==> src/sv/asre_pkg.sv <==
// ----------------------------------------------------------------------------
// asre_pkg
// Types, constants and small decode functions shared by the rate entry block.
// ----------------------------------------------------------------------------
`timescale 1ns / 1ps

package asre_pkg;

    localparam int IDX_W       = 9;
    localparam int POP_W       = 7;
    localparam int RATE_W      = 57;
    localparam int Q_W         = 32;
    localparam int PROD_W      = 2 * Q_W;
    localparam int MUT_SHIFT   = 12;
    localparam int MVAL_W      = PROD_W - MUT_SHIFT + 2;
    localparam int QUO_W       = 48;
    localparam int DIV_STEPS   = 6;
    localparam int DIV_STAGES  = QUO_W / DIV_STEPS;
    localparam int NUM_LANES   = 3;
    localparam int NUM_PAIRS   = 6;
    localparam int NUM_NT      = 4;
    localparam int BLK_W       = 3;

    localparam logic [IDX_W-1:0] FIXED_STATES = IDX_W'(NUM_NT);

    localparam int CFG_AW     = 6;
    localparam int CFG_DW     = 64;
    localparam int CFG_IDX_W  = 3;

    localparam logic [CFG_IDX_W-1:0] REG_POP_SIZE  = 3'd0;
    localparam logic [CFG_IDX_W-1:0] REG_MUT_AC_AG = 3'd1;
    localparam logic [CFG_IDX_W-1:0] REG_MUT_AT_CG = 3'd2;
    localparam logic [CFG_IDX_W-1:0] REG_MUT_CT_GT = 3'd3;
    localparam logic [CFG_IDX_W-1:0] REG_FREQ_A_C  = 3'd4;
    localparam logic [CFG_IDX_W-1:0] REG_FREQ_G_T  = 3'd5;

    localparam logic [POP_W-1:0]  POP_RESET  = 7'd10;
    localparam logic [CFG_DW-1:0] MUT_RESET  = 64'd184468845406150;
    localparam logic [CFG_DW-1:0] FREQ_RESET = 64'd1152921504875282432;

    localparam int KIND_W = 3;
    localparam logic [KIND_W-1:0] K_ZERO   = 3'd0;
    localparam logic [KIND_W-1:0] K_DRIFT  = 3'd1;
    localparam logic [KIND_W-1:0] K_MUT    = 3'd2;
    localparam logic [KIND_W-1:0] K_NDRIFT = 3'd3;
    localparam logic [KIND_W-1:0] K_NMUT   = 3'd4;

    typedef struct packed {
        logic [POP_W-1:0]  pop_size;
        logic [NUM_PAIRS-1:0][Q_W-1:0] mu;
        logic [NUM_NT-1:0][Q_W-1:0]    fr;
    } cfg_t;

    typedef struct packed {
        logic             fixed;
        logic [1:0]       x;
        logic [1:0]       y;
        logic [POP_W-1:0] cnt;
    } state_t;

    function automatic logic [1:0] pair_first(input logic [BLK_W-1:0] blk);
        logic [1:0] nt;
        case (blk)
            3'd0:    nt = 2'd0;
            3'd1:    nt = 2'd0;
            3'd2:    nt = 2'd0;
            3'd3:    nt = 2'd1;
            3'd4:    nt = 2'd1;
            default: nt = 2'd2;
        endcase
        return nt;
    endfunction

    function automatic logic [1:0] pair_second(input logic [BLK_W-1:0] blk);
        logic [1:0] nt;
        case (blk)
            3'd0:    nt = 2'd1;
            3'd1:    nt = 2'd2;
            3'd2:    nt = 2'd3;
            3'd3:    nt = 2'd2;
            3'd4:    nt = 2'd3;
            default: nt = 2'd3;
        endcase
        return nt;
    endfunction

    function automatic logic [2:0] pair_index(input logic [1:0] a, input logic [1:0] b);
        logic [1:0] lo;
        logic [1:0] hi;
        logic [2:0] k;
        lo = (a < b) ? a : b;
        hi = (a < b) ? b : a;
        case (lo)
            2'd0:    k = {1'b0, hi} - 3'd1;
            2'd1:    k = {1'b0, hi} + 3'd1;
            default: k = 3'd5;
        endcase
        return k;
    endfunction

endpackage

==> src/sv/asre_cfg_regs.sv <==
// ----------------------------------------------------------------------------
// asre_cfg_regs
// APB register file holding population size, mutation rates and frequencies.
// ----------------------------------------------------------------------------
`timescale 1ns / 1ps

module asre_cfg_regs
    import asre_pkg::*;
(
    input  logic              clk,
    input  logic              rst_n,
    input  logic              psel,
    input  logic              penable,
    input  logic              pwrite,
    input  logic [CFG_AW-1:0] paddr,
    input  logic [CFG_DW-1:0] pwdata,
    output logic [CFG_DW-1:0] prdata,
    output logic              pready,
    output cfg_t              cfg
);

    logic [POP_W-1:0]     pop_size_reg;
    logic [CFG_DW-1:0]    mut_ac_ag_reg;
    logic [CFG_DW-1:0]    mut_at_cg_reg;
    logic [CFG_DW-1:0]    mut_ct_gt_reg;
    logic [CFG_DW-1:0]    freq_a_c_reg;
    logic [CFG_DW-1:0]    freq_g_t_reg;
    logic [CFG_IDX_W-1:0] reg_idx;
    logic                 wr_en;

    assign reg_idx = paddr[CFG_AW-1:CFG_AW-CFG_IDX_W];
    assign wr_en   = psel && penable && pwrite;
    assign pready  = 1'b1;

    always_ff @(posedge clk or negedge rst_n)
    begin
        if (!rst_n)
        begin
            pop_size_reg  <= POP_RESET;
            mut_ac_ag_reg <= MUT_RESET;
            mut_at_cg_reg <= MUT_RESET;
            mut_ct_gt_reg <= MUT_RESET;
            freq_a_c_reg  <= FREQ_RESET;
            freq_g_t_reg  <= FREQ_RESET;
        end
        else if (wr_en)
        begin
            case (reg_idx)
                REG_POP_SIZE:  pop_size_reg  <= pwdata[POP_W-1:0];
                REG_MUT_AC_AG: mut_ac_ag_reg <= pwdata;
                REG_MUT_AT_CG: mut_at_cg_reg <= pwdata;
                REG_MUT_CT_GT: mut_ct_gt_reg <= pwdata;
                REG_FREQ_A_C:  freq_a_c_reg  <= pwdata;
                REG_FREQ_G_T:  freq_g_t_reg  <= pwdata;
                default:
                begin
                end
            endcase
        end
    end

    always_comb
    begin
        case (reg_idx)
            REG_POP_SIZE:  prdata = CFG_DW'(pop_size_reg);
            REG_MUT_AC_AG: prdata = mut_ac_ag_reg;
            REG_MUT_AT_CG: prdata = mut_at_cg_reg;
            REG_MUT_CT_GT: prdata = mut_ct_gt_reg;
            REG_FREQ_A_C:  prdata = freq_a_c_reg;
            REG_FREQ_G_T:  prdata = freq_g_t_reg;
            default:       prdata = '0;
        endcase
    end

    assign cfg.pop_size = pop_size_reg;
    assign cfg.mu       = {mut_ct_gt_reg, mut_at_cg_reg, mut_ac_ag_reg};
    assign cfg.fr       = {freq_g_t_reg, freq_a_c_reg};

endmodule

==> config.mk <==
export PLATFORM = sky130hd
export DESIGN_NAME = asre_cfg_regs
export DESIGN_NICKNAME = d
export VERILOG_FILES = /design/src/sv/asre_pkg.sv /design/src/sv/asre_cfg_regs.sv
export SDC_FILE = /design/constraint.sdc
export NUM_CORES = 1
export LEC_CHECK = 0
export CAP_MARGIN = 0
export CORE_MARGIN = 3
export CORE_UTILIZATION = 25
export DETAILED_ROUTE_END_ITERATION = 10
export DONT_BUFFER_PORTS = 1
export GPL_ROUTABILITY_DRIVEN = 0
export SYNTH_ARGS = -nofsm -noshare
export SYNTH_HDL_FRONTEND = slang
export SYNTH_SLANG_ARGS = --single-unit
==> constraint.sdc <==
create_clock -name clk -period 2.53 [get_ports clk]
set_input_delay 0.506 -clock clk [delete_from_list [all_inputs] [get_ports clk]]
set_output_delay 0.506 -clock clk [all_outputs]
set_load 0.05 [all_outputs]
# Yosys cells after proc, flatten, opt, wreduce, memory -nomap -nowiden
# Index checks and enable logic that the tools add are counted.
word_totals:
  regBits: 327
  in_bits: 75
  output_inout_bits: 392
classes:
  n_reduce_logical: 9
  n_eq_ne: 5
  mux: 1
op_table:
  columns: ["cell", "n"]
  rows:
  - ["case mux 64 bit (6 select lines)", 1]
  - ["AND reduction 2 bit", 6]
  - ["== test 3 x 2 -> 1 bit, second input constant", 2]
  - ["== test 3 bit, second input constant", 2]
  - ["== test 3 x 1 -> 1 bit, second input constant", 1]
  - ["logical NOT 3 bit", 1]
  - ["logical AND 1 bit", 2]

# Depth between registers and ports, before layout
logic_depth:
  depth_word: 3
  ltp_mapped: 7

# Worst setup path before layout
# OpenSTA, ideal clock, no wires.
synth_path:
  kind: "input port to output port"
  startpoint: "input port paddr[3]"
  endpoint: "output port prdata[1]"
  slack_ns: -0.212
  t_arrival_ns: 2.236
  path_stages: 6
  path_cell_list: "buf_2 -> buf_2 -> buf_2 -> buf_2 -> mux2i_1 -> o221ai_1"
synth_between:
  elab_chain_cells: 2
  elab_cells_between_ends: 7
  classes_between: "5 x eq/ne; 1 x mux; 1 x reduce/logical"
synth_lines:
  columns: ["item", "line_no", "source"]
  rows:
  - ["start: declaration", "asre_cfg_regs.sv:15", "input logic [CFG_AW-1:0] paddr,"]
  - ["== test 3 bit, or another cell as far along", "asre_cfg_regs.sv:64", "case (reg_idx)"]
  - ["case mux 64 bit (6 select lines) (*)", "asre_cfg_regs.sv:64", null]
  - ["end: declaration", "asre_cfg_regs.sv:17", "output logic [CFG_DW-1:0] prdata,"]
# Mark *: on every way between the ends. The rest lies on a longest branch, timed or not.

# Worst setup path after layout
layout_path:
  startpoint: "register pop_size_reg[3]"
  endpoint: "output port prdata[3]"
layout_between:
  elab_chain_cells: 1
layout_lines:
  columns: ["item", "line_no", "source"]
  rows:
  - ["start: declaration", "asre_cfg_regs.sv:22", "logic [POP_W-1:0] pop_size_reg;"]
  - ["start signal: assignment", "asre_cfg_regs.sv:49", "REG_POP_SIZE: pop_size_reg <= pwdata[POP_W-1:0];"]
  - ["case mux 64 bit (6 select lines)", "asre_cfg_regs.sv:64", null]
# No other way between the ends.

==> impl.org <==
** STA
- Setup violations remaining at the end of the flow were counted as 0.
- Worst slack on hold paths :: -0.3313 ns
- Unrepaired setup endpoints after global routing :: true
- Derived from the worst setup path, the maximum achievable clock frequency is 0.4070 GHz.
- After layout, the minimum clock period comes to 2.457 ns.
- Worst Skew :: 0 ns
- Number of slew-limit violations in the final report :: 0
- Max-slew headroom :: 0.5628
- At the pin with the least slew margin, the transition time is 0.6537 ns.
- Of the available clock period, the critical path in the final layout requires 0.9711.
- Setup slack after layout :: 0.07323 ns
- The count of final hold-check violations was 278.

** Setup path
- Launching element type of the critical path :: flop
- RR Endpoint :: mut_at_cg_reg[20]
- FF-to-FF Start :: mut_at_cg_reg[20]
- Measured in cells, the most critical reg-to-reg path has a length of 1.
- The worst setup path is of the flop to output port kind.
- Startpoint of the most critical setup path :: pop_size_reg[3]
- Data required time of the critical path :: 2.02 ns
- Arrival time at the worst endpoint :: 1.95 ns
- Worst-path fanout max :: 3
- For flop-to-flop paths, the worst setup slack is 1.42 ns.
- Following the worst setup path forward leads to its endpoint at prdata[3].
- Endpoint class of the critical path :: output port

** Synth
- The Yosys step of the flow raised 0 warnings.
- Nets in the synthesized netlist :: 1030
- In this run, distinct cell masters in the synthesized netlist total 32.
- After synthesis, the mean cell area works out to 15.15 µm².
- By area the synthesized netlist is led by dfrtp_1 (46%), mux2_2 (24%), dfstp_2 (11%).
- Netlist area before placement :: 14470 µm²
- Synth Register Bits :: 327
- Async set-reset flop share out of synthesis :: 1.000
- Of the post-synthesis cell area, the dominant cell type holds 0.4617.
- Number of synthesized flops with an enable pin :: 0
- Of all cell types, the one taking the most synthesized area is dfrtp_1.
- The share of the Yosys chip area taken by registers is 0.5707.
- Cell count after synthesis :: 955
- Dominant synthesized flop cell :: dfrtp_1

** Global route
- The first global-routing pass estimated 67.50 mm of wire.
- The initial antenna violation count came to 0.
- Number of global-route vias before repair :: 9762
- Entering global routing, the biggest net connects 328 pins.
- Across every metal layer, demand over resource in global routing totals 0.1483.
- For this run the aggregate overflow at the end of global routing stands at 0.

** Floorplan
- Die height :: 246.6 µm
- Core Rows :: 87
- From left edge to right edge, the die measures 246.6 µm.
- The die covers 60800 µm².
- Floorplan Core Area :: 56820 µm²
- Number of primary I/O pins :: 467
- Effective utilization at floorplan :: 0.2547

** Placed design
- Summed over all nets, the half-perimeter wirelength after detailed placement is 30.65 mm.
- Dpl ws :: 0.2309 ns
- Buffers placed on the I/O ports in this run total 0.
- Post-place instance area :: 16760 µm²

** Route
- In the final routed layout, each cell accounts on average for 25.74 µm.
- Total number of vias :: 9123
- Wires add up to 46.80 mm.
- Number of detailed-route iterations in the first pass :: 4
- Detailed-route DRC error count :: 0
- Final antenna-violating net count :: 0
- Vias per inst :: 5.018
- Violation count after the first detailed-routing iteration :: 353

** Power and ir drop
- Of the total power, the share spent switching nets is 0.4199.
- Peak supply drop :: 0.6069 mV
- Internal power consumption :: 0.01151 W
- Power per standard cell area :: 1095 nW/µm²
- For this design the static power due to leakage is 7.668 nW.
- Part of the power in registers :: 0.553
- For this design the total switching power over the nets is 0.008331 W.
- Clock network fraction of total power :: 0.283
- The share of total power dissipated in combinational logic is 0.165.

** Min path
- The min-delay analysis places its worst path in the category input port to async pin.

** Cells and area
- Leaving out fill and tap cells, the most frequent cell in the layout is mux2_2.
- Highest-count cells in the layout ignoring fill and taps :: mux2_2 (311), dfrtp_1 (237), buf_12 (70)
- Fraction of layout instances using a drive strength above 1 :: 0.5518
- Area growth from synthesis to final layout :: 25.24%
- At the end of the flow the core is filled with cells to 0.3189.
- Number of antenna diodes :: 0
- The final layout contains 1107 nets.
- After routing the design area is 18120 µm².

** Clock tree
- Clock root buffer :: clkbuf_16
- Counting the buffers created by CTS gives 39.
- CTS max path bufs :: 3
- Clock latency on the worst-skew pair, taken at its later pin, is 0.53 ns.
- The H-tree was split into 2 levels.
- TritonCTS clock tree :: built
- Number of clock sinks :: 327
- Clock-pin slew was measured on the worst setup and hold paths at 0.05 ns.

** Flow run
- Max-cap violations :: 0

** Outcome
- Violated checks :: hold timing
- Run status :: finished with violations
-- per-layer routing --
metal	vias up	track usage	wire, µm
li1	3787	-	-
met1	4828	0.1578	16880
met2	413	0.2593	23410
met3	95	0.06356	5111
met4	0	0.05680	1397
met5	-	0	0
-- power by group through the flow --
stage                     logic (W)  registers, W  clock network, W
after floorplan             0.00199        0.0108                 0
after global placement      0.00321        0.0110                 0
after detailed placement    0.00328        0.0111                 0
after CTS                   0.00330        0.0110           0.00581
after global routing        0.00346        0.0111           0.00603
final                       0.00326        0.0110           0.00561
-- cell type report --
type | count | area (µm²)
fillers | 5630 | 38700
flip-flops and latches | 327 | 8303
multi-input cells | 555 | 5877
repair buffers | 107 | 1687
clock buffers | 62 | 1195
well taps | 756 | 945.9
clock inverters | 9 | 107.6
inverters | 2 | 7.507
-- critical path, stage by stage (launching register included) --
cell and delay [ns]:
dfstp_2 0.71, mux2i_1 0.11, or3_1 0.33, o221ai_2 0.08
buf_6 0.19
-- worst min path at each step --
stage,depth (start not counted),endpoint,startpoint
3_5_place_dp,0,mut_at_cg_reg[61],rst_n
2_1_floorplan,0,freq_a_c_reg[0],rst_n
6_report,0,mut_at_cg_reg[62],rst_n
3_3_place_gp,0,mut_at_cg_reg[61],rst_n
4_1_cts,0,mut_at_cg_reg[62],rst_n
5_1_grt,0,mut_at_cg_reg[62],rst_n
-- stage by stage --
step / instances / TNS [ns] / hold WS [ns] / power (W)
3_3_place_gp: 1747 / 0 / 0.2209 / 0.01423
4_1_cts: 1818 / -0.01138 / -0.3811 / 0.02008
5_1_grt: 1818 / -0.04901 / -0.3771 / 0.02060
2_1_floorplan: 955 / 0 / 0.2104 / 0.01280
6_report: 1818 / 0 / -0.3313 / 0.01984
3_5_place_dp: 1747 / 0 / 0.2192 / 0.01435
-- synthesized netlist by cell type (all sizes together), types with 5 or more instances --
| cell type | count |
|---|---|
| mux2 | 332 |
| dfrtp | 267 |
| mux2i | 69 |
| buf | 61 |
| dfstp | 60 |
| a221o | 58 |
| o2bb2ai | 56 |
| clkbuf | 10 |
| nor2 | 6 |
| a21oi | 5 |
| o221ai | 5 |
-- cell families after synthesis --
logic type	count (synthesis)	share of synthesized area
other	1	0.0002592
multiplexers	401	0.3061
AO/OA/AOI/OAI	126	0.07955
AND/OR/NAND/NOR	27	0.01582
flip-flops	327	0.5707
buffers and inverters	73	0.02758
-- timing repair --
action,4_1_cts,5_1_grt
setup endpoints to repair,7,21
buffers inserted,0,0
gates resized for setup,9,27
pin swaps,0,0
gates cloned,0,0
hold endpoints to repair,327,320
Power figures use the tool's default switching activity.
