<file path="src/sv/asre_pkg.sv">
// ----------------------------------------------------------------------------
// asre_pkg
// Types, constants and small decode functions shared by the rate entry block.
// ----------------------------------------------------------------------------
`timescale 1ns / 1ps

package asre_pkg;

    localparam int IDX_W       = 9;
    localparam int POP_W       = 7;
    localparam int RATE_W      = 57;
    localparam int Q_W         = 32;
    localparam int PROD_W      = 2 * Q_W;
    localparam int MUT_SHIFT   = 12;
    localparam int MVAL_W      = PROD_W - MUT_SHIFT + 2;
    localparam int QUO_W       = 48;
    localparam int DIV_STEPS   = 6;
    localparam int DIV_STAGES  = QUO_W / DIV_STEPS;
    localparam int NUM_LANES   = 3;
    localparam int NUM_PAIRS   = 6;
    localparam int NUM_NT      = 4;
    localparam int BLK_W       = 3;

    localparam logic [IDX_W-1:0] FIXED_STATES = IDX_W'(NUM_NT);

    localparam int CFG_AW     = 6;
    localparam int CFG_DW     = 64;
    localparam int CFG_IDX_W  = 3;

    localparam logic [CFG_IDX_W-1:0] REG_POP_SIZE  = 3'd0;
    localparam logic [CFG_IDX_W-1:0] REG_MUT_AC_AG = 3'd1;
    localparam logic [CFG_IDX_W-1:0] REG_MUT_AT_CG = 3'd2;
    localparam logic [CFG_IDX_W-1:0] REG_MUT_CT_GT = 3'd3;
    localparam logic [CFG_IDX_W-1:0] REG_FREQ_A_C  = 3'd4;
    localparam logic [CFG_IDX_W-1:0] REG_FREQ_G_T  = 3'd5;

    localparam logic [POP_W-1:0]  POP_RESET  = 7'd10;
    localparam logic [CFG_DW-1:0] MUT_RESET  = 64'd184468845406150;
    localparam logic [CFG_DW-1:0] FREQ_RESET = 64'd1152921504875282432;

    localparam int KIND_W = 3;
    localparam logic [KIND_W-1:0] K_ZERO   = 3'd0;
    localparam logic [KIND_W-1:0] K_DRIFT  = 3'd1;
    localparam logic [KIND_W-1:0] K_MUT    = 3'd2;
    localparam logic [KIND_W-1:0] K_NDRIFT = 3'd3;
    localparam logic [KIND_W-1:0] K_NMUT   = 3'd4;

    typedef struct packed {
        logic [POP_W-1:0]  pop_size;
        logic [NUM_PAIRS-1:0][Q_W-1:0] mu;
        logic [NUM_NT-1:0][Q_W-1:0]    fr;
    } cfg_t;

    typedef struct packed {
        logic             fixed;
        logic [1:0]       x;
        logic [1:0]       y;
        logic [POP_W-1:0] cnt;
    } state_t;

    function automatic logic [1:0] pair_first(input logic [BLK_W-1:0] blk);
        logic [1:0] nt;
        case (blk)
            3'd0:    nt = 2'd0;
            3'd1:    nt = 2'd0;
            3'd2:    nt = 2'd0;
            3'd3:    nt = 2'd1;
            3'd4:    nt = 2'd1;
            default: nt = 2'd2;
        endcase
        return nt;
    endfunction

    function automatic logic [1:0] pair_second(input logic [BLK_W-1:0] blk);
        logic [1:0] nt;
        case (blk)
            3'd0:    nt = 2'd1;
            3'd1:    nt = 2'd2;
            3'd2:    nt = 2'd3;
            3'd3:    nt = 2'd2;
            3'd4:    nt = 2'd3;
            default: nt = 2'd3;
        endcase
        return nt;
    endfunction

    function automatic logic [2:0] pair_index(input logic [1:0] a, input logic [1:0] b);
        logic [1:0] lo;
        logic [1:0] hi;
        logic [2:0] k;
        lo = (a < b) ? a : b;
        hi = (a < b) ? b : a;
        case (lo)
            2'd0:    k = {1'b0, hi} - 3'd1;
            2'd1:    k = {1'b0, hi} + 3'd1;
            default: k = 3'd5;
        endcase
        return k;
    endfunction

endpackage

</file>
<file path="src/sv/asre_decode.sv">
// ----------------------------------------------------------------------------
// asre_decode
// Splits a state index into fixed nucleotide or pair block, offset and count.
// ----------------------------------------------------------------------------
`timescale 1ns / 1ps

module asre_decode
    import asre_pkg::*;
(
    input  logic [IDX_W-1:0]                  s,
    input  logic [POP_W-1:0]                  n,
    input  logic [NUM_PAIRS-2:0][IDX_W-1:0]   thr,
    output state_t                            st
);

    always_comb
    begin
        logic [IDX_W-1:0] d;
        logic [IDX_W-1:0] base;
        logic [IDX_W-1:0] off;
        logic [BLK_W-1:0] blk;
        d    = s - FIXED_STATES;
        base = '0;
        blk  = '0;
        // The block boundaries rise monotonically, so the last one passed is the base.
        for (int k = 0; k < NUM_PAIRS - 1; k++)
        begin
            if (d >= thr[k])
            begin
                blk  = blk + BLK_W'(1);
                base = thr[k];
            end
        end
        off      = d - base;
        st.fixed = (s < FIXED_STATES);
        st.x     = st.fixed ? s[1:0] : pair_first(blk);
        st.y     = pair_second(blk);
        st.cnt   = st.fixed ? n : off[POP_W-1:0] + POP_W'(1);
    end

endmodule

</file>
<file path="config.mk">
export PLATFORM = sky130hd
export DESIGN_NAME = asre_decode
export DESIGN_NICKNAME = d
export VERILOG_FILES = /design/src/sv/asre_pkg.sv /design/src/sv/asre_decode.sv
export SDC_FILE = /design/constraint.sdc
export NUM_CORES = 1
export LEC_CHECK = 0
export ABC_AREA = 1
export BUFFER_PORTS_ARGS = -buffer_cell sky130_fd_sc_hd__buf_2
export CELL_PAD_IN_SITES_DETAIL_PLACEMENT = 2
export CELL_PAD_IN_SITES_GLOBAL_PLACEMENT = 2
export CORE_UTILIZATION = 25
export DETAILED_ROUTE_END_ITERATION = 8
export PLACE_DENSITY_LB_ADDON = 0.1
export REMOVE_ABC_BUFFERS = 1
export SYNTH_ARGS = -nofsm -noshare
export SYNTH_HDL_FRONTEND = slang
export SYNTH_SLANG_ARGS = --single-unit
</file>
<file path="constraint.sdc">
create_clock -name vclk -period 6
set_input_delay 0.6 -clock vclk [all_inputs]
set_output_delay 0.6 -clock vclk [all_outputs]
set_load 0.1 [all_outputs]
</file>
After elaboration in Yosys (flattened, before gate mapping)
Index checks and enable logic that the tools add are counted.
Storage, ports and cells
  register bits: 0
  input port bits: 61
  output and inout bits: 12
  word-level logic and storage cells: 35
Cells by class
  add/subtract/negate cells: 7
  order comparisons: 6
  equal/unequal tests: 4
  mux-type cells: 14
  reduce and logical (&&, ||, !) cells: 4
Operators by type and width (count)
  9-bit greater-or-equal comparator: 5
  7-bit two-way mux: 6
  3-bit by 1-bit adder with 3-bit output (second input constant): 4
  3-bit two-way mux: 4
  9-bit by 3-bit less-than comparator with 1-bit output (second input constant): 1
  9-bit by 3-bit subtractor with 9-bit output (second input constant): 1
  2-bit case mux with 2 select lines: 2
  7-bit by 1-bit adder with 7-bit output (second input constant): 1
  7-bit subtractor: 1
  3-bit by 2-bit == test with 1-bit output (second input constant): 2
  2-bit OR reduction: 2
  3-bit by 1-bit == test with 1-bit output (second input constant): 1
  3-bit == test (second input constant): 1
  3-bit zero test: 1
  3-bit OR reduction: 1
  2-bit two-way mux: 1
  1-bit two-way mux: 1

Longest topological paths before layout
Gate-level depths: netlist of the first run.
  depth after elaboration: 15
  gate-level depth with buffers: 29
  mapped depth without buffers: 29

Worst setup path before layout of the first run
Ideal clock, no wire load.
  kind: input-to-output
  start point: in s[2]
  end point: out st[5] (netlist name)
  arrival time: 6.149 ns
  required time: 5.400 ns
  setup slack: -0.749 ns
  stages: 25
  path buffers: 1
  cells stage by stage: inv_1 > ha_1 > nand2_1 > nor3_1 > xor2_1 > ha_1 > nand2_2 > inv_1 > a21oi_2 > nand4_4 > inv_2 > buf_4 > nand2_1 > o221ai_1 > a21boi_1 > ha_1 > inv_1 > ha_1 > inv_1 > fa_1 > inv_1 > nand3_1 > nand2_1 > xnor2_1 > o21ai_0
RTL lines
  start: declaration: line asre_decode.sv:10  | input logic [IDX_W-1:0] s,
  end: declaration: line asre_decode.sv:13  | output state_t st

==> results of run 1 <==
-- repair_timing --
action / 4_1_cts / 5_1_grt
resized for setup: 0 / 10
buffers inserted: 0 / 2
setup endpoints to repair: 0 / 4
hold endpoints to repair: 0 / 0
-- worst max-delay path, delay by kind of cell --
family | cells | cell delay, ns
adder cells (fa/ha/maj) | 4 | 1.16
AND/OR/NAND/NOR | 11 | 1.28
AO/OA/AOI/OAI | 7 | 0.99
buffers and inverters | 4 | 0.59
XOR/XNOR | 2 | 0.31
-- through the flow --
step	setup WS (ns)	hold WS, ns	cell area [um2]	util (%)
3_3_place_gp	0.266	1.60	3100	32.9
2_1_floorplan	-0.698	1.63	2450	-
3_5_place_dp	0.0504	1.64	3100	32.9
5_1_grt	-0.00995	1.66	3150	33.4
6_report	0.454	1.63	3150	33.4
4_1_cts	0.0688	1.64	3100	32.9
-- final timing paths --
path / slack [ns] / start / end
setup / recovery: 0.45 / s[2] / st[6]
hold / removal: 1.63 / s[0] / st[9]
-- layout by cell type (no fill, tap or decap), types with 8 or more instances in the layout --
cell type  Yosys  final
o21ai_0       13     12
nor2_1        30     29
nand3_1       27     27
buf_2          4     68
ha_1          61     60
inv_1         79     78
a21oi_1       24     24
nand2_2        8      9
buf_4          1      8
nand2_1      127    126
-- layout make-up --
| class | instances | share of cell area, % |
|---|---|---|
| inverters | 82 | 9.85 |
| multi-input cells | 337 | 69.1 |
| well taps | 129 | 5.13 |
| repair buffers | 81 | 15.9 |
-- kinds of logic after synthesis --
group | count (synthesis) | share of synthesized area, %
adder cells (fa/ha/maj) | 62 | 31.6
buffers and inverters | 87 | 13.5
AO/OA/AOI/OAI | 51 | 11.5
XOR/XNOR | 10 | 3.83
AND/OR/NAND/NOR | 214 | 39.6
-- per-layer routing --
| layer | part of all wire (%) | routed length (um) |
|---|---|---|
| met1 | 45 | 4320 |
| met2 | 54 | 5170 |
| met3 | 1.5 | 146 |
| met4 | 0 | 0 |
| met5 | 0 | 0 |
-- report_power, final --
group / internal [mW] / switching, mW
clock network: 0 / 0
registers: 0 / 0
logic: 0.292 / 0.636
total: 0.292 / 0.636
==> impl_metrics.yaml, run 1 <==
synth:
  synth_cell_types: 31
  synthTopCellsByCount: "nand2_1 (127), inv_1 (79), ha_1 (61)"
  synth_area_per_cell_um2: 5.85
  synth_seq_area_share_pct: 0
  syn_area_mm2: 0.00248
  synth.most_common_cell: "nand2_1"
  synth_top_area_cell: "ha_1"
  ys_top_cells_by_area: "ha_1 (31%), nand2_1 (19%), inv_1 (12%)"
  netlist.area_leader.share_pct: 30.8
  synthesis.instances: 424
  yosysWarnings: 0
grt:
  grt_pass1_vias: 3214
  top_usage_layer: "met2"
  grt_max_degree: 17
  use_met3_pct: 0
  use_met1_pct: 24.3
  gr-total-overflow: 0
  met2_usage_pct: 39.8
  antenna_found_initial: 0
  grt_pass1_wl_um: 15800
  track_usage_pct: 19.6
placement:
  port_buffers: 73
  placed_cells: 627
  place_congestion: 0.822
  dp_hpwl_um: 8820
drt:
  drc: 0
  drt_iter0_drc: 20
  viasPerCell: 4.71
  ant_nets: 0
  wirelength_um: 9640
  via_count: 2965
  wl_per_cell_um: 15.3
  first_pass_iters: 4
timing:
  worst_slew_pin_slew_ns: 0.531
  fin_crit_sh_pct: 92.4
  relSlewSlack_pct: 64.4
  period_minus_slack_ns: 5.55
  clock.fmax_mhz: 180
  timing.final.hold_violations: 0
  finalSetupTns_ns: 0
  slew_violations: 0
  setup_violations: 0
cells_and_area:
  drive_above_1_share_pct: 22.4
  antenna_cells: 0
  area_growth_pct: 27.0
  multi_input_area_mm2: 0.00218
  register_area_um2: 0
  n_fill_cell: 1226
  stdcell_count: 629
  flops_and_latches: 0
  nClkBuffers: 0
  layout.nets: 625
die:
  io_pins: 73
  die_area_mm2: 0.0103
  die_w_um: 102
  start_util_pct: 26.3
  rows: 35
  core-area_mm2: 0.00942
  die_h_um: 102
power_and_ir_drop:
  totalPowerFinal_mw: 0.927
  power_leakage_nw: 1.90
  vdd_ir_drop_max_v: 0.000158
  powerDensity_mw_per_mm2: 294
min_path:
  hp-class: "primary input to output pin"
  hold_depth: 4
flow_run:
  cap_violations: 0
setup_path:
  crit_path_end_kind: "output pin"
  critPathMaxStageDelay_ns: 0.35
  worstPathArrival_ns: 4.95
  crit_top_cell: "nand2_1"
  crit_slowest_cell: "ha_1"
  crit_path_start_kind: "primary input"
  worstSetupPathType: "primary input to output pin"
  cp_max_fo: 6
  worstPathRequired_ns: 5.40
outcome:
  outcome: "completed"
clocking:
  postCtsHoldBufs: 0
(Power assumes the default switching activity.)
==> inputs of run 2 (changes only) <==
--- a/config.mk
+++ b/config.mk
@@ -9,7 +9,8 @@
 export BUFFER_PORTS_ARGS = -buffer_cell sky130_fd_sc_hd__buf_2
 export CELL_PAD_IN_SITES_DETAIL_PLACEMENT = 2
 export CELL_PAD_IN_SITES_GLOBAL_PLACEMENT = 2
-export CORE_UTILIZATION = 25
+export CORE_ASPECT_RATIO = 1.1
+export CORE_UTILIZATION = 28
 export DETAILED_ROUTE_END_ITERATION = 8
 export PLACE_DENSITY_LB_ADDON = 0.1
 export REMOVE_ABC_BUFFERS = 1
==> run 2 against run 1 <==
  * Largest power group unchanged
  * Critical endpoint unchanged
  * Non-clock buffer count is the same
  * Highest routed layer unchanged
  * Power grew 1.3%
  * Wire length down 2.6%
==> impl_metrics.yaml, run 2 (synthesized netlist as in run 1, its figures left out) <==
power_and_ir_drop:
  p_seq_share_pct: 0
  powerDensity_mw_per_mm2: 299
  totalPowerFinal_mw: 0.940
  power_frac_comb_pct: 100.0
  clockPowerShare_pct: 0
  vdd_ir_drop_max_v: 0.000407
  p_int_mw: 0.304
  power_leakage_nw: 1.91
  switchingPower_mw: 0.636
  swShare_pct: 67.7
drt:
  ant_nets: 0
  drt_iter0_drc: 66
  via_count: 2972
  wirelength_um: 9380
  drc: 0
  first_pass_iters: 4
  viasPerCell: 4.86
  wl_per_cell_um: 15.4
cells_and_area:
  drive_above_1_share_pct: 22.0
  area_growth_pct: 26.8
  antenna_cells: 0
  layout.nets: 625
  nClkBuffers: 0
  register_area_um2: 0
  fin_area_mm2: 0.00315
  final_cell_mix: "nand2_1 (126), inv_1 (79), buf_2 (67)"
  layout_commonest_cell: "nand2_1"
  flops_and_latches: 0
timing:
  slew_violations: 0
  relSlewSlack_pct: 65.7
  period_minus_slack_ns: 5.64
  fin_crit_sh_pct: 94.0
  layout_setup_ws_ns: 0.359
  timing.final.hold_violations: 0
  clock.fmax_mhz: 177
  worst_slew_pin_slew_ns: 0.512
  setup_violations: 0
setup_path:
  worstPathArrival_ns: 5.04
  crit_family: "simple AND/OR/NAND/NOR gates"
  worstSetupPathType: "primary input to output pin"
  critPathMaxStageDelay_ns: 0.36
  crit_slowest_cell: "ha_1"
  critPathBufInv: 4
  worstPathRequired_ns: 5.40
  crit_path_end_kind: "output pin"
  cp_max_fo: 5
  crit_path_start_kind: "primary input"
clocking:
  postCtsHoldBufs: 0
outcome:
  outcome: "completed"
grt:
  antenna_found_initial: 0
  grt_pass1_vias: 3251
  track_usage_pct: 21.1
  gr-total-overflow: 0
  grt_max_degree: 17
  grt_pass1_wl_um: 15500
placement:
  dp_hpwl_um: 8370
  post_dp_cell_area_mm2: 0.00310
  port_buffers: 73
  pre_cts_ws_ns: 0.00340
  place_congestion: 0.849
die:
  die_w_um: 91.7
  io_pins: 73
  core-area_mm2: 0.00850
  rows: 35
  die_area_mm2: 0.00924
  start_util_pct: 29.2
  die_h_um: 101
flow_run:
  cap_violations: 0
min_path:
  hp-class: "primary input to output pin"
-- run 2: changes by cell type in the layout (fill, tap and decap cells not counted) --
cell | previous run | this run
buf_4 | 8 | 7
buf_2 | 68 | 67
a21oi_1 | 24 | 23
ha_1 | 60 | 61
a21oi_2 | 1 | 2
buf_12 | 5 | 7
ha_2 | 1 | 0
xor2_2 | 1 | 0
inv_4 | 1 | 0
xor2_1 | 3 | 4
inv_1 | 78 | 79
-- run 2: worst paths after layout --
path	start	to	slack [ns]	cells past startpoint
min	n[6]	st[6]	1.60	4
max	s[2]	st[6]	0.36	28
-- run 2: power groups by stage --
stage	Clock [mW]	Sequential, mW	Combinational (mW)
floorplan	0	0	0.646
global placement	0	0	0.924
detailed placement	0	0	0.940
CTS	0	0	0.944
global route	0	0	1.02
finish	0	0	0.940
-- run 2: layout make-up --
class / instances / area [um2]
Fill cell: 1111 / 5350
Multi-Input combinational cell: 337 / 2170
Timing Repair Buffer: 81 / 528
Inverter: 82 / 308
Tap cell: 111 / 139
-- run 2: what timing repair did --
item | 4_1_cts | 5_1_grt
buffers inserted | 0 | 1
cloned | 0 | 0
resized for setup | 1 | 6
endpoints found under the setup margin | 1 | 1
-- run 2: per-stage QoR --
stage	util, %	hold slack [ns]	instances	TNS [ns]
2_1_floorplan	-	1.63	419	-2.57
3_3_place_gp	36.5	1.60	610	0
3_5_place_dp	36.5	1.61	610	0
4_1_cts	36.6	1.61	610	0
5_1_grt	37.0	1.62	611	-0.0435
6_report	37.0	1.60	611	0
-- run 2: tightest hold or removal path, delay by kind of cell --
kind	cells	cell delay, ns
buffers and inverters	2	0.26
AND/OR/NAND/NOR	2	0.15
-- run 2: layer usage --
layer / track usage (%) / routed length (um) / up-vias
met1: 26.6 / 4360 / 1415
li1: - / - / 1515
met4: 0 / 0 / 0
met5: 0 / 0 / -
met3: 0.226 / 164 / 0
met2: 42.2 / 4860 / 42
==> inputs of run 3 (changes only) <==
--- a/config.mk
+++ b/config.mk
@@ -12,6 +12,7 @@
 export CORE_ASPECT_RATIO = 1.1
 export CORE_UTILIZATION = 28
 export DETAILED_ROUTE_END_ITERATION = 8
+export MAX_ROUTING_LAYER = met4
 export PLACE_DENSITY_LB_ADDON = 0.1
 export REMOVE_ABC_BUFFERS = 1
 export SYNTH_ARGS = -nofsm -noshare
==> constraint.sdc (replaced) <==
create_clock -name vclk -period 6.4
set_input_delay 0.64 -clock vclk [all_inputs]
set_output_delay 0.64 -clock vclk [all_outputs]
set_load 0.1 [all_outputs]
==> run 3 against run 2 <==
  * Die area unchanged
  * Non-clock buffer count down 2
  * Cell area down 4.1%
  * Via count up 1.6%
  * Critical path depth down 4
  * Power down 16%
  * Combinational power down 16%
  * Sequential share of layout area unchanged
==> impl_metrics.yaml, run 3 (synthesized netlist as in run 1, its figures left out) <==
timing:
  timing.final.hold_violations: 0
  period_minus_slack_ns: 5.84
  relSlewSlack_pct: 51.1
  slew_violations: 0
  worst_slew_pin_slew_ns: 0.731
  layout_setup_ws_ns: 0.561
  finalSetupTns_ns: 0
  hold-worst-slack_ns: 1.68
  rsz0062_at_grt: "false"
  setup_violations: 0
  clock.fmax_mhz: 171
  fin_crit_sh_pct: 91.2
cells_and_area:
  register_area_um2: 0
  final_cell_mix: "nand2_1 (127), inv_1 (79), buf_2 (72)"
  flops_and_latches: 0
  antenna_cells: 0
  nClkBuffers: 0
  fin_area_mm2: 0.00302
  stdcell_count: 609
  final_core_utilization_pct: 35.5
  layout.nets: 623
  layout_commonest_cell: "nand2_1"
  drive_above_1_share_pct: 20.7
  area_growth_pct: 21.6
placement:
  pre_cts_ws_ns: 0.559
  dp_hpwl_um: 8520
  post_dp_cell_area_mm2: 0.00302
  port_buffers: 73
  placed_cells: 609
  place_congestion: 0.891
setup_path:
  worstSetupPathType: "primary input to output pin"
  critPathMaxStageDelay_ns: 0.61
  cp_max_fo: 11
  critPathBufInv: 7
  crit_family: "adder cells"
  worstPathRequired_ns: 5.76
  crit_path_start_kind: "primary input"
  crit_slowest_cell: "xor2_1"
  worstPathArrival_ns: 5.20
  crit_path_end_kind: "output pin"
  cp_cell_sequence: "buf_2 -> inv_1 -> ha_1 -> xor2_1 -> ha_1 -> a21oi_1 -> nand2_1 -> nand2_1 -> nand4_4 -> inv_2 -> nand2_1 -> o221ai_1 -> a21boi_1 -> ha_1 -> inv_1 -> ha_1 -> inv_1 -> fa_1 -> inv_1 -> nand3_1 -> nand2_1 -> xnor2_1 -> o21ai_0 -> buf_2"
grt:
  gr-total-overflow: 0
  grt_max_degree: 17
  track_usage_pct: 22.2
  grt_pass1_wl_um: 15800
  antenna_found_initial: 0
  grt_pass1_vias: 3363
drt:
  wirelength_um: 9450
  viasPerCell: 4.96
  drc: 0
  wl_per_cell_um: 15.5
  first_pass_iters: 4
  drt_iter0_drc: 35
  ant_nets: 0
  via_count: 3020
power_and_ir_drop:
  power_leakage_nw: 1.86
  powerDensity_mw_per_mm2: 261
  vdd_ir_drop_max_v: 0.000301
  totalPowerFinal_mw: 0.786
die:
  rows: 35
  core-area_mm2: 0.00850
  die_w_um: 91.7
  die_h_um: 101
  die_area_mm2: 0.00924
  start_util_pct: 29.2
  io_pins: 73
flow_run:
  cap_violations: 0
min_path:
  hp-class: "primary input to output pin"
outcome:
  outcome: "completed"
clocking:
  postCtsHoldBufs: 0
  cts_resized: 0
  cts_setup_buffers: 0
run 3: where the power goes:
group          leakage (nW)  internal (mW)  total (mW)  switching [mW]
clock network             0              0           0               0
logic                  1.86          0.204       0.786           0.583
registers                 0              0           0               0
run 3: area by class of cell:
cell class	instances	area [um2]
Inverter	82	308
Tap cell	111	139
Fill cell	1146	5480
Multi-Input combinational cell	337	2140
Timing Repair Buffer	79	425
run 3: tightest hold or removal path, cell delays in order:
cell and delay, ns:
buf_2 0.07, nand2_1 0.04, nand2_1 0.10, buf_12 0.18
run 3: final timing paths:
| kind | startpoint | end | slack (ns) | cells past startpoint |
|---|---|---|---|---|
| max | s[2] | st[5] | 0.56 | 24 |
| min | n[6] | st[6] | 1.68 | 4 |
run 3: layer usage:
layer  global-route usage, %  vias up  part of all wire [%]  wire [um]
li1                        -     1509                     -          -
met1                    25.1     1439                    42       3970
met2                    43.8       60                    53       4990
met3                   0.603       12                   3.3        309
met4                    3.85        0                   2.0        188
met5                       -        -                     0          0
